File: src/hdl/jsv_pkg.sv
`timescale 1ns / 1ps
package jsv_pkg;

  typedef enum logic [15:0] {
    M_TOP       = 16'h0001,
    M_ARR_FIRST = 16'h0002,
    M_OBJ_FIRST = 16'h0004,
    M_KEY_EXP   = 16'h0008,
    M_COLON     = 16'h0010,
    M_VALUE     = 16'h0020,
    M_AFTER     = 16'h0040,
    M_STRING    = 16'h0080,
    M_ESC       = 16'h0100,
    M_HEX       = 16'h0200,
    M_SURR_BS   = 16'h0400,
    M_SURR_U    = 16'h0800,
    M_HEX_LOW   = 16'h1000,
    M_LITERAL   = 16'h2000,
    M_NUMBER    = 16'h4000,
    M_DEAD      = 16'h8000
  } mode_t;

  localparam logic [1:0] KIND_KEY     = 2'd0;
  localparam logic [1:0] KIND_STRING  = 2'd1;
  localparam logic [1:0] KIND_NUMBER  = 2'd2;
  localparam logic [1:0] KIND_VERDICT = 2'd3;

  localparam logic [1:0] VERD_OK      = 2'd0;
  localparam logic [1:0] VERD_BAD     = 2'd1;
  localparam logic [1:0] VERD_NESTING = 2'd2;

  localparam logic [3:0] LIMIT_RESET = 4'd12;

  // Up to five results from one byte, packed as a run
  typedef struct packed {
    logic [2:0]      count;
    logic [1:0]      kind;
    logic [3:0][7:0] bytes;
    logic [3:0]      depth;
    logic            verdict;
    logic [1:0]      code;
    logic [3:0]      vdepth;
  } run_t;

  function automatic logic [7:0] lit_char(input logic [3:0] idx);
    logic [7:0] c;
    begin
      case (idx)
        4'd0:  c = "t";
        4'd1:  c = "r";
        4'd2:  c = "u";
        4'd3:  c = "e";
        4'd5:  c = "f";
        4'd6:  c = "a";
        4'd7:  c = "l";
        4'd8:  c = "s";
        4'd9:  c = "e";
        4'd11: c = "n";
        4'd12: c = "u";
        4'd13: c = "l";
        4'd14: c = "l";
        default: c = 8'd0;
      endcase
      return c;
    end
  endfunction

endpackage

File: src/hdl/jsv_parser.sv
`timescale 1ns / 1ps
module jsv_parser #(
  parameter int STACK_DEPTH = 12,
  parameter int DW = 7
) (
  input  logic             clk,
  input  logic             rst_n,
  input  logic             take,
  input  logic [7:0]       data_byte,
  input  logic             end_doc,
  input  logic [3:0]       limit,
  output jsv_pkg::run_t    run
);

  localparam int SW = (STACK_DEPTH > 1) ? $clog2(STACK_DEPTH) : 1;

  jsv_pkg::mode_t mode_r, mode_nxt;
  logic [STACK_DEPTH-1:0] stack_r, stack_nxt;
  logic [DW-1:0]  depth_r, depth_nxt;
  logic [15:0]    hex_r, hex_nxt;
  logic [1:0]     hcnt_r, hcnt_nxt;
  logic [9:0]     surr_r, surr_nxt;
  logic [3:0]     lit_r, lit_nxt;
  logic [2:0]     nph_r, nph_nxt;
  logic [1:0]     err_r, err_nxt;
  logic           key_r, key_nxt;

  logic [7:0]  c;
  logic        ws, dig, ee;
  logic [3:0]  hv;
  logic        hok;
  logic [15:0] hacc;
  logic [20:0] cp;
  logic        do_cp;
  logic [DW-1:0] lim;
  logic        top_obj;
  logic [1:0]  kind;
  logic [2:0]  cnt;
  logic [3:0][7:0] bts;
  logic [2:0]  nnext;
  logic        ntake, nend;
  logic        after_chk;
  logic        ok;
  logic [3:0]  ldx;

  assign c   = data_byte;
  assign ws  = (c == 8'h20) || (c == 8'h09) || (c == 8'h0a) || (c == 8'h0d);
  assign dig = (c >= "0") && (c <= "9");
  assign ee  = (c == "e") || (c == "E");
  assign top_obj = (depth_r == '0) ? 1'b0 : stack_r[SW'(depth_r - DW'(1))];

  // Hex digit value
  always_comb begin
    hok = 1'b1;
    hv  = 4'd0;
    if (dig) hv = 4'(c - "0");
    else if (c >= "a" && c <= "f") hv = 4'(c - "a" + 8'd10);
    else if (c >= "A" && c <= "F") hv = 4'(c - "A" + 8'd10);
    else hok = 1'b0;
  end
  assign hacc = {hex_r[11:0], hv};

  always_comb begin
    lim = (limit > 4'(STACK_DEPTH) && STACK_DEPTH < 16) ? DW'(STACK_DEPTH) : DW'(limit);
  end

  // Number phase transitions
  always_comb begin
    nnext = 3'd0; ntake = 1'b0; nend = 1'b0;
    case (nph_r)
      3'd0: if (c == "0") begin nnext = 3'd1; ntake = 1'b1; end
            else if (dig) begin nnext = 3'd2; ntake = 1'b1; end
      3'd1: if (dig) ntake = 1'b0;
            else if (c == ".") begin nnext = 3'd3; ntake = 1'b1; end
            else if (ee) begin nnext = 3'd5; ntake = 1'b1; end
            else nend = 1'b1;
      3'd2: if (dig) begin nnext = 3'd2; ntake = 1'b1; end
            else if (c == ".") begin nnext = 3'd3; ntake = 1'b1; end
            else if (ee) begin nnext = 3'd5; ntake = 1'b1; end
            else nend = 1'b1;
      3'd3: if (dig) begin nnext = 3'd4; ntake = 1'b1; end
      3'd4: if (dig) begin nnext = 3'd4; ntake = 1'b1; end
            else if (ee) begin nnext = 3'd5; ntake = 1'b1; end
            else nend = 1'b1;
      3'd5: if (c == "+" || c == "-") begin nnext = 3'd6; ntake = 1'b1; end
            else if (dig) begin nnext = 3'd7; ntake = 1'b1; end
      3'd6: if (dig) begin nnext = 3'd7; ntake = 1'b1; end
      default: if (dig) begin nnext = 3'd7; ntake = 1'b1; end
               else nend = 1'b1;
    endcase
  end

  // Classify the byte against the current mode
  always_comb begin
    mode_nxt = mode_r; stack_nxt = stack_r; depth_nxt = depth_r;
    hex_nxt = hex_r; hcnt_nxt = hcnt_r; surr_nxt = surr_r; lit_nxt = lit_r;
    nph_nxt = nph_r; err_nxt = err_r; key_nxt = key_r;
    kind = key_r ? jsv_pkg::KIND_KEY : jsv_pkg::KIND_STRING;
    cnt = 3'd0; bts = '0; cp = '0; do_cp = 1'b0; after_chk = 1'b0;
    ldx = 4'd0;
    if (err_r == 2'd0) begin
      if (mode_r == jsv_pkg::M_NUMBER) begin
        if (ntake) begin
          nph_nxt = nnext; kind = jsv_pkg::KIND_NUMBER; cnt = 3'd1; bts[0] = c;
        end else if (nend) begin
          mode_nxt = jsv_pkg::M_AFTER; after_chk = 1'b1;
        end else begin
          err_nxt = jsv_pkg::VERD_BAD; mode_nxt = jsv_pkg::M_DEAD;
        end
      end
      case (mode_r)
        jsv_pkg::M_TOP, jsv_pkg::M_VALUE, jsv_pkg::M_ARR_FIRST: begin
          if (ws) begin
          end else if (mode_r == jsv_pkg::M_ARR_FIRST && c == "]") begin
            depth_nxt = depth_r - DW'(1); mode_nxt = jsv_pkg::M_AFTER;
          end else if (c == "{" || c == "[") begin
            if (depth_r >= lim) begin
              err_nxt = jsv_pkg::VERD_NESTING; mode_nxt = jsv_pkg::M_DEAD;
            end else begin
              stack_nxt[SW'(depth_r)] = (c == "{");
              depth_nxt = depth_r + DW'(1);
              mode_nxt = (c == "{") ? jsv_pkg::M_OBJ_FIRST : jsv_pkg::M_ARR_FIRST;
            end
          end else if (c == "\"") begin
            key_nxt = 1'b0; mode_nxt = jsv_pkg::M_STRING;
          end else if (c == "t" || c == "f" || c == "n") begin
            lit_nxt = (c == "t") ? 4'd1 : (c == "f") ? 4'd6 : 4'd12;
            mode_nxt = jsv_pkg::M_LITERAL;
          end else if (c == "-" || dig) begin
            nph_nxt = (c == "-") ? 3'd0 : (c == "0") ? 3'd1 : 3'd2;
            mode_nxt = jsv_pkg::M_NUMBER;
            kind = jsv_pkg::KIND_NUMBER; cnt = 3'd1; bts[0] = c;
          end else begin
            err_nxt = jsv_pkg::VERD_BAD; mode_nxt = jsv_pkg::M_DEAD;
          end
        end
        jsv_pkg::M_OBJ_FIRST, jsv_pkg::M_KEY_EXP: begin
          if (ws) begin
          end else if (c == "}" && mode_r == jsv_pkg::M_OBJ_FIRST) begin
            depth_nxt = depth_r - DW'(1); mode_nxt = jsv_pkg::M_AFTER;
          end else if (c == "\"") begin
            key_nxt = 1'b1; mode_nxt = jsv_pkg::M_STRING;
          end else begin
            err_nxt = jsv_pkg::VERD_BAD; mode_nxt = jsv_pkg::M_DEAD;
          end
        end
        jsv_pkg::M_COLON: begin
          if (ws) begin
          end else if (c == ":") mode_nxt = jsv_pkg::M_VALUE;
          else begin
            err_nxt = jsv_pkg::VERD_BAD; mode_nxt = jsv_pkg::M_DEAD;
          end
        end
        jsv_pkg::M_AFTER: after_chk = 1'b1;
        jsv_pkg::M_STRING: begin
          if (c == "\"") mode_nxt = key_r ? jsv_pkg::M_COLON : jsv_pkg::M_AFTER;
          else if (c < 8'h20) begin
            err_nxt = jsv_pkg::VERD_BAD; mode_nxt = jsv_pkg::M_DEAD;
          end else if (c == "\\") mode_nxt = jsv_pkg::M_ESC;
          else begin
            cnt = 3'd1; bts[0] = c;
          end
        end
        jsv_pkg::M_ESC: begin
          mode_nxt = jsv_pkg::M_STRING; cnt = 3'd1;
          case (c)
            "\"", "\\", "/": bts[0] = c;
            "b": bts[0] = 8'd8;
            "f": bts[0] = 8'd12;
            "n": bts[0] = 8'd10;
            "r": bts[0] = 8'd13;
            "t": bts[0] = 8'd9;
            "u": begin
              cnt = 3'd0; hex_nxt = '0; hcnt_nxt = '0; mode_nxt = jsv_pkg::M_HEX;
            end
            default: begin
              cnt = 3'd0; err_nxt = jsv_pkg::VERD_BAD; mode_nxt = jsv_pkg::M_DEAD;
            end
          endcase
        end
        jsv_pkg::M_HEX, jsv_pkg::M_HEX_LOW: begin
          if (!hok) begin
            err_nxt = jsv_pkg::VERD_BAD; mode_nxt = jsv_pkg::M_DEAD;
          end else begin
            hex_nxt = hacc;
            if (hcnt_r != 2'd3) hcnt_nxt = hcnt_r + 2'd1;
            else begin
              hcnt_nxt = 2'd0;
              if (mode_r == jsv_pkg::M_HEX_LOW) begin
                if (hacc[15:10] != 6'b110111) begin
                  err_nxt = jsv_pkg::VERD_BAD; mode_nxt = jsv_pkg::M_DEAD;
                end else begin
                  cp = 21'h10000 + {1'b0, surr_r, hacc[9:0]};
                  do_cp = 1'b1; mode_nxt = jsv_pkg::M_STRING;
                end
              end else if (hacc[15:10] == 6'b110110) begin
                surr_nxt = hacc[9:0]; mode_nxt = jsv_pkg::M_SURR_BS;
              end else if (hacc[15:10] == 6'b110111) begin
                err_nxt = jsv_pkg::VERD_BAD; mode_nxt = jsv_pkg::M_DEAD;
              end else begin
                cp = {5'd0, hacc}; do_cp = 1'b1; mode_nxt = jsv_pkg::M_STRING;
              end
            end
          end
        end
        jsv_pkg::M_SURR_BS: begin
          if (c == "\\") mode_nxt = jsv_pkg::M_SURR_U;
          else begin
            err_nxt = jsv_pkg::VERD_BAD; mode_nxt = jsv_pkg::M_DEAD;
          end
        end
        jsv_pkg::M_SURR_U: begin
          if (c == "u") begin
            hex_nxt = '0; hcnt_nxt = '0; mode_nxt = jsv_pkg::M_HEX_LOW;
          end else begin
            err_nxt = jsv_pkg::VERD_BAD; mode_nxt = jsv_pkg::M_DEAD;
          end
        end
        jsv_pkg::M_LITERAL: begin
          if (c != jsv_pkg::lit_char(lit_r)) begin
            err_nxt = jsv_pkg::VERD_BAD; mode_nxt = jsv_pkg::M_DEAD;
          end else begin
            ldx = lit_r + 4'd1;
            lit_nxt = ldx;
            if (jsv_pkg::lit_char(ldx) == 8'd0) mode_nxt = jsv_pkg::M_AFTER;
          end
        end
        default: begin
        end
      endcase
      // Byte after a value, also reached when a number ends
      if (after_chk && !ws) begin
        if (depth_r == '0 || depth_r > DW'(STACK_DEPTH)) begin
          err_nxt = jsv_pkg::VERD_BAD; mode_nxt = jsv_pkg::M_DEAD;
        end else if (c == ",") begin
          mode_nxt = top_obj ? jsv_pkg::M_KEY_EXP : jsv_pkg::M_VALUE;
        end else if ((top_obj && c == "}") || (!top_obj && c == "]")) begin
          depth_nxt = depth_r - DW'(1);
        end else begin
          err_nxt = jsv_pkg::VERD_BAD; mode_nxt = jsv_pkg::M_DEAD;
        end
      end
      // UTF-8 encode a decoded code point
      if (do_cp) begin
        if (cp <= 21'h7f) begin
          cnt = 3'd1; bts[0] = cp[7:0];
        end else if (cp <= 21'h7ff) begin
          cnt = 3'd2; bts[0] = 8'hc0 | {3'd0, cp[10:6]}; bts[1] = 8'h80 | {2'd0, cp[5:0]};
        end else if (cp <= 21'hffff) begin
          cnt = 3'd3; bts[0] = 8'he0 | {4'd0, cp[15:12]};
          bts[1] = 8'h80 | {2'd0, cp[11:6]}; bts[2] = 8'h80 | {2'd0, cp[5:0]};
        end else begin
          cnt = 3'd4; bts[0] = 8'hf0 | {5'd0, cp[20:18]};
          bts[1] = 8'h80 | {2'd0, cp[17:12]}; bts[2] = 8'h80 | {2'd0, cp[11:6]};
          bts[3] = 8'h80 | {2'd0, cp[5:0]};
        end
      end
    end
    ok = (depth_nxt == '0) && (mode_nxt == jsv_pkg::M_AFTER ||
         (mode_nxt == jsv_pkg::M_NUMBER &&
          (nph_nxt == 3'd1 || nph_nxt == 3'd2 || nph_nxt == 3'd4 || nph_nxt == 3'd7)));
    run.count   = cnt;
    run.kind    = kind;
    run.bytes   = bts;
    run.depth   = 4'(depth_nxt);
    run.verdict = end_doc;
    run.code    = (err_nxt != 2'd0) ? err_nxt : (ok ? jsv_pkg::VERD_OK : jsv_pkg::VERD_BAD);
    run.vdepth  = 4'(depth_nxt);
  end

  // Advance parse state, restart on end of document
  always_ff @(posedge clk) begin
    if (!rst_n || (take && end_doc)) begin
      mode_r <= jsv_pkg::M_TOP; depth_r <= '0; hex_r <= '0; hcnt_r <= '0;
      surr_r <= '0; lit_r <= '0; nph_r <= '0; err_r <= '0; key_r <= 1'b0;
    end else if (take) begin
      mode_r <= mode_nxt; depth_r <= depth_nxt; hex_r <= hex_nxt;
      hcnt_r <= hcnt_nxt; surr_r <= surr_nxt; lit_r <= lit_nxt;
      nph_r <= nph_nxt; err_r <= err_nxt; key_r <= key_nxt;
    end
  end

  always_ff @(posedge clk) begin
    if (take) stack_r <= stack_nxt;
  end

endmodule

File: src/hdl/jsv_queue.sv
`timescale 1ns / 1ps
module jsv_queue (
  input  logic          clk,
  input  logic          rst_n,
  input  logic          wr_en,
  input  jsv_pkg::run_t wr_data,
  output logic          full,
  input  logic          rd_en,
  output jsv_pkg::run_t rd_data,
  output logic          empty
);

  jsv_pkg::run_t mem_r [2];
  logic wp_r, rp_r;
  logic [1:0] cnt_r;

  assign full    = (cnt_r == 2'd2);
  assign empty   = (cnt_r == 2'd0);
  assign rd_data = mem_r[rp_r];

  // Hold runs between classification and delivery
  always_ff @(posedge clk) begin
    if (wr_en) mem_r[wp_r] <= wr_data;
  end

  always_ff @(posedge clk) begin
    if (!rst_n) begin
      wp_r <= 1'b0; rp_r <= 1'b0; cnt_r <= 2'd0;
    end else begin
      if (wr_en) wp_r <= ~wp_r;
      if (rd_en) rp_r <= ~rp_r;
      cnt_r <= cnt_r + {1'b0, wr_en} - {1'b0, rd_en};
    end
  end

endmodule

File: src/hdl/jsv_emitter.sv
`timescale 1ns / 1ps
module jsv_emitter (
  input  logic          clk,
  input  logic          rst_n,
  input  jsv_pkg::run_t run,
  input  logic          run_valid,
  output logic          run_pop,
  output logic          out_valid,
  input  logic          out_ready,
  output logic [1:0]    out_item_kind,
  output logic [7:0]    out_content_byte,
  output logic [3:0]    out_open_depth,
  output logic [1:0]    out_verdict_code,
  output logic          out_last_of_run
);

  logic [2:0] idx_r;
  logic [2:0] total;
  logic       is_v;
  logic       last;
  logic       step;

  assign total = run.count + {2'd0, run.verdict};
  assign is_v  = (idx_r == run.count);
  assign last  = (idx_r + 3'd1 >= total);
  assign step  = run_valid && (total != 3'd0) && out_ready;

  // Present one result of the head run at a time
  assign out_valid        = run_valid && (total != 3'd0);
  assign out_item_kind    = is_v ? jsv_pkg::KIND_VERDICT : run.kind;
  assign out_content_byte = is_v ? 8'd0 : run.bytes[idx_r[1:0]];
  assign out_open_depth   = is_v ? run.vdepth : run.depth;
  assign out_verdict_code = is_v ? run.code : jsv_pkg::VERD_OK;
  assign out_last_of_run  = last;
  assign run_pop = run_valid && ((total == 3'd0) || (step && last));

  always_ff @(posedge clk) begin
    if (!rst_n) idx_r <= 3'd0;
    else if (run_pop) idx_r <= 3'd0;
    else if (step) idx_r <= idx_r + 3'd1;
  end

endmodule

File: src/hdl/json_stream_validator.sv
`timescale 1ns / 1ps
// An accepted byte's run is registered in the queue before its results are offered.
// Throughput: one byte per cycle while each byte gives at most one result and the
// output is ready; a byte with several results holds the single output port until all go.
// A two-entry queue sits between the parser and the result emitter.
// Reset (rst_n low, synchronous): parser at top value, queue empty, limit 12.
module json_stream_validator #(
  parameter int STACK_DEPTH = 12
) (
  input  logic       clk,
  input  logic       rst_n,
  input  logic       in_valid,
  output logic       in_ready,
  input  logic [7:0] in_data_byte,
  input  logic       in_end_of_document,
  input  logic       cfg_we,
  input  logic [3:0] cfg_wdata,
  output logic       out_valid,
  input  logic       out_ready,
  output logic [1:0] out_item_kind,
  output logic [7:0] out_content_byte,
  output logic [3:0] out_open_depth,
  output logic [1:0] out_verdict_code,
  output logic       out_last_of_run
);

  localparam int DW = $clog2(STACK_DEPTH + 1) + 1;

  logic [3:0]    limit_r;
  jsv_pkg::run_t run_in, run_out;
  logic          full, empty, pop, take;

  always_ff @(posedge clk) begin
    if (!rst_n) limit_r <= jsv_pkg::LIMIT_RESET;
    else if (cfg_we) limit_r <= cfg_wdata;
  end

  assign in_ready = !full;
  assign take     = in_valid && in_ready;

  jsv_parser #(.STACK_DEPTH(STACK_DEPTH), .DW(DW)) u_parser (
    .clk(clk), .rst_n(rst_n), .take(take), .data_byte(in_data_byte),
    .end_doc(in_end_of_document), .limit(limit_r), .run(run_in)
  );

  jsv_queue u_queue (
    .clk(clk), .rst_n(rst_n), .wr_en(take), .wr_data(run_in), .full(full),
    .rd_en(pop), .rd_data(run_out), .empty(empty)
  );

  jsv_emitter u_emit (
    .clk(clk), .rst_n(rst_n), .run(run_out), .run_valid(!empty), .run_pop(pop),
    .out_valid(out_valid), .out_ready(out_ready), .out_item_kind(out_item_kind),
    .out_content_byte(out_content_byte), .out_open_depth(out_open_depth),
    .out_verdict_code(out_verdict_code), .out_last_of_run(out_last_of_run)
  );

endmodule
File: config.mk
export PLATFORM = sky130hd
export DESIGN_NAME = json_stream_validator
export DESIGN_NICKNAME = d
export VERILOG_FILES = /design/src/hdl/jsv_pkg.sv /design/src/hdl/jsv_parser.sv /design/src/hdl/jsv_queue.sv /design/src/hdl/jsv_emitter.sv /design/src/hdl/json_stream_validator.sv
export SDC_FILE = /design/constraint.sdc
export NUM_CORES = 1
export LEC_CHECK = 0
export BUFFER_PORTS_ARGS = -buffer_cell sky130_fd_sc_hd__buf_4
export CAP_MARGIN = 40
export CORE_ASPECT_RATIO = 0.8
export CORE_MARGIN = 4
export CORE_UTILIZATION = 35
export CTS_BUF_LIST = sky130_fd_sc_hd__clkbuf_4 sky130_fd_sc_hd__clkbuf_8
export DETAILED_ROUTE_END_ITERATION = 10
export GPL_ROUTABILITY_DRIVEN = 0
export GPL_TIMING_DRIVEN = 0
export PLACE_DENSITY_LB_ADDON = 0.3
export SYNTH_ARGS = -nofsm -noshare
export SYNTH_HDL_FRONTEND = slang
export SYNTH_SLANG_ARGS = --single-unit
File: constraint.sdc
create_clock -name clk -period 4.9 [get_ports clk]
set_input_delay 0.735 -clock clk [delete_from_list [all_inputs] [get_ports clk]]
set_output_delay 0.735 -clock clk [all_outputs]
set_load 0.005 [all_outputs]
==> results.md <==
Worst setup path:
- In this run the critical register-to-register path is launched from u_parser.mode_r[0].
- The element type at the critical path end is a register.
- In this design, the stage delay of the slowest critical-path cell is 800 ps.
- The critical path starts at u_parser.mode_r[0].
- At the worst endpoint, the arrival time is 4850 ps.
- The sum of buffers and inverters on the critical path is 3.
- The kind of start point of the critical path is a register.
- The signal on the critical path passes through clkbuf_1, nor4_1, clkbuf_1, nand2_1, or2_1, buf_2, a211oi_1, a31oi_1, nand4_1, nor2_1, a221o_1, a2111oi_0.
- The reg-to-reg endpoint is u_queue.mem_r[0][11].
- The number of cells on the worst reg-to-reg path is 12.
- By instance count, the cell type seen most on the critical path is clkbuf_1.
- The largest individual stage delay along the critical path comes from the cell a2111oi_0.
- On the critical path the largest part of the delay comes from compound AO/OA/AOI/OAI gates.
- The maximum fanout encountered on the critical timing path is 10.
- For flop-to-flop paths, the worst setup slack is 220 ps.
- The critical path is of the register to register type.
- For the worst setup path, the data required time is 5070 ps.

Yosys:
- Of the total synthesized cell area, the portion taken by full adders, half adders and majority gates is 4.20%.
- The cell type with the highest aggregate area in the netlist is edfxtp_1.
- The top cell type by area accounts for 25.1% of the synthesized area.
- The simple-gate portion of the synthesized area is 25.8%.
- The gate count of the mapped netlist is 1231.
- The synthesis warning total is 0.
- The part of the Yosys area used for sequential elements is 38.3%.
- The post-synthesis mux area share is 6.73%.
- By area, the combinational part of the netlist is dominated by simple AND/OR/NAND/NOR gates.
- The proportion of synthesized flip-flops having asynchronous set or reset is 0%.
- The most numerous cell in the Yosys netlist is nor2_1.
- The synthesized design contains 165 register bits.
- Among all flip-flop cells after synthesis, the most frequent one is edfxtp_1.
- After synthesis, the most frequently instantiated cells are nor2_1 (137), nand2_1 (99), edfxtp_1 (92), dfxtp_1 (73), a21oi_1 (61).
- The number of distinct library cells after synthesis is 91.
- The number of enable-type register cells in the synthesized netlist is 92.
- Ranked by total cell area, the synthesized netlist is headed by edfxtp_1 (25%), dfxtp_1 (13%), nor2_1 (4.7%).
- The synthesized netlist net count is 1286.
- The average instance in the mapped netlist occupies 8.96 sq um.
- The post-synthesis xor/xnor area fraction is 2.38%.
- In this run the cell area of the synthesized design comes to 11000 sq um.
- Summing the areas of all compound-gate instances in the mapped netlist gives 18.3% of the synthesized area.

Global routing:
- The total overflow left after global routing is 0.
- Across every metal layer, demand over resource in global routing totals 20.5%.
- The initial antenna violation count is 0.
- The via count of the first global-routing pass was 9640.
- The largest net degree at the start of global routing is 35.
- The first global-routing pass estimated 55900 um of wire.

Hold path:
- The hold path startpoint is in_end_of_document.
- The worst hold path terminates at u_queue.mem_r[0][6].
- The worst hold path belongs to the class input port to register.
- Along the worst hold path, the cell count comes to 1.

Route:
- The pre-antenna-repair detailed-routing pass consisted of 5 iterations.
- For this run, design rule violations remaining after detail routing come to 0.
- In this run, the number of DRC markers left after iteration 0 of detailed routing was 1322.
- The detailed-route wire length is 35500 um.
- Dividing the detail-routed wire length by the instance count gives 20.6 um.
- The detailed router placed 10300 vias in this run.
- Dividing the detail-routed via count by the number of cells gives 5.97.
- In this run the remaining antenna-violating nets after routing total 0.

Clock tree:
- Post-CTS timing repair inserted 0 buffers for setup.
- In this run, post-CTS hold repair placed 0 buffers.
- The tree built by TritonCTS fans out to 165 sinks.
- Gates resized during post-CTS repair numbered 2.
- No sink is reached through more buffers than the 2 on the longest clock path.
- The clock tree synthesis step divided the H-tree into 4 levels.
- The tree is rooted in a clkbuf_8.
- After clock tree synthesis, the clock-pin slew on the worst setup and hold paths is 100 ps.
- The clock latency on the worst-skew pair is 480 ps.
- The clock tree from TritonCTS is done.
- Clock tree synthesis inserted a total of 17 buffers.

Power and ir drop:
- Summed over all cells, the static leakage comes to 4.26 nW.
- For this design the ratio of total power to cell area is 319 nW/um^2.
- The maximum ir drop on the vdd rail is 0.000147 V.
- The share of power burned in combinational logic is 34.4%.
- The switching component of the power is 1.41 mW.
- The cell-internal power is 2.52 mW.
- The share of total power dissipated in the clock network is 24.7%.
- The total power of the final layout is 3.94 mW.
- Of the total power, registers draw 40.8%.
- The proportion of total power due to net switching is 35.9%.

Finish:
- From synthesis to final layout, the design area changed by 11.8%.
- For this run, the share of the core covered by cells in the final layout is 40.1%.
- The net count reported at finish is 1348.
- 0 antenna diodes ended up in the layout.
- The final instance area is 12300 sq um.
- The post-route netlist has 10.9% of its cells at a drive strength greater than 1.

Timing:
- The total negative setup slack is 0 ps.
- The post-route minimum period is 4680 ps.
- Based on the critical path, the design can be clocked at up to 214 MHz.
- Clock skew on the completed layout was measured at 12.7 ps.
- The slew of the pin with the lowest slew margin is 931 ps.
- The post-route clock period utilization is 95.5%.
- On the final layout, the worst hold slack is 449 ps.
- The number of pins exceeding their max-slew limit in the final report is 0.
- Setup repair after global routing left no endpoint under its margin.
- The number of endpoints with negative hold slack in the final report was 0.
- In this run the tightest slew margin relative to its limit is 37.7%.
- The final-report setup violation count is 0.

Die:
- The floorplan row count is 57.
- The floorplan step defined a core boundary enclosing 30700 sq um.
- Once the floorplan was initialized, standard cells occupied 35.9% of the core.
- The number of primary I/O pins is 37.
- The horizontal die dimension is 206 um.
- The die covers 34400 sq um.
- Measured along the y axis, the die boundary spans 167 um.

Placed design:
- The placed instances occupy a cell area of 11900 sq um.
- The placed wire-length estimate after detailed placement is 27200 um.
- The count of buffers added on input and output ports is 34.

Run status:
- The run finished with clean final reports.

Job:
- The max-cap check violation count is 0.
## power by group through the flow
stage | logic, mW | registers (mW) | clock network [mW]
6_report | 1.36 | 1.61 | 0.972
5_1_grt | 1.49 | 1.62 | 1.05
4_1_cts | 1.35 | 1.61 | 1.00
3_5_place_dp | 1.34 | 1.64 | 0
3_3_place_gp | 1.30 | 1.64 | 0
2_1_floorplan | 0.856 | 1.63 | 0
## placed cells by master, fill, tap and decap left out, types with 9 or more instances in the layout
| cell type | count |
|---|---|
| ha_1 | 37 |
| clkbuf_1 | 57 |
| a22oi_1 | 20 |
| and2_1 | 32 |
| mux2i_1 | 28 |
| o211ai_1 | 20 |
| nand2b_1 | 14 |
| or3_1 | 12 |
| mux2_2 | 9 |
| clkbuf_8 | 18 |
| a31oi_1 | 13 |
| buf_2 | 13 |
| edfxtp_1 | 92 |
| nand3_1 | 45 |
| nand4_1 | 20 |
| nor3_1 | 43 |
| mux4_2 | 16 |
| nand2_1 | 99 |
| inv_1 | 36 |
| xnor2_1 | 14 |
| nor2_1 | 136 |
| and3_1 | 22 |
| dfxtp_1 | 73 |
| nor4b_1 | 11 |
| nor2b_1 | 12 |
| xor2_1 | 16 |
| a21oi_1 | 61 |
| o2111ai_1 | 9 |
| a211oi_1 | 13 |
| nor3b_1 | 10 |
| o21ai_0 | 53 |
| buf_4 | 34 |
| nor4_1 | 22 |
## metrics by stage
| stage | setup slack (ps) | instances |
|---|---|---|
| final | 222 | 1719 |
| after global routing | 5.12 | 1719 |
| after CTS | 207 | 1720 |
| after detailed placement | -57.4 | 1689 |
| after global placement | -300 | 1678 |
| after floorplan | 532 | 1231 |
## cell type report
type / count / area, sq um
Buffer: 77 / 325
Fill cell: 3035 / 18400
Tap cell: 413 / 517
Inverter: 38 / 143
Clock buffer: 18 / 248
Sequential cell: 165 / 4220
Timing Repair Buffer: 45 / 383
Multi-Input combinational cell: 949 / 6350
Clock inverter: 14 / 139
## worst max-delay path by stage
stage          slack, ps                   end  depth (start not counted)
2_1_floorplan        530      u_queue.cnt_r[1]                         18
3_3_place_gp        -300      u_queue.cnt_r[1]                         18
3_5_place_dp         -60    u_parser.mode_r[2]                         14
4_1_cts              210   u_queue.mem_r[1][4]                         14
5_1_grt                5  u_queue.mem_r[0][11]                         13
6_report             220  u_queue.mem_r[0][11]                         12
## state kept, by name, summed over array words and instances, names as in the netlist, 3 cells and up, named ones only
register and cells:
u_emit.idx_r 3, u_parser.hex_r 12, u_parser.surr_r 10, limit_r 4
u_parser.lit_r 4, u_queue.mem_r 80, u_parser.nph_r 3, u_parser.mode_r 16
u_parser.depth_r 5, u_parser.stack_r 12
## cell families (layout without fill, tap and decap cells)
group / after synthesis / count (layout)
AO/OA/AOI/OAI: 292 / 292
flip-flops: 165 / 165
adder cells (fa/ha/maj): 37 / 37
buffers and inverters: 117 / 192
AND/OR/NAND/NOR: 537 / 537
XOR/XNOR: 30 / 30
multiplexers: 53 / 53
## per-layer routing
layer	share of wire [%]	GRT usage [%]
met4	2.1	5.38
met5	0	0
met2	39	26.6
met3	12	7.19
met1	47	31.9
Note: power is estimated with default switching activity, not from simulation.
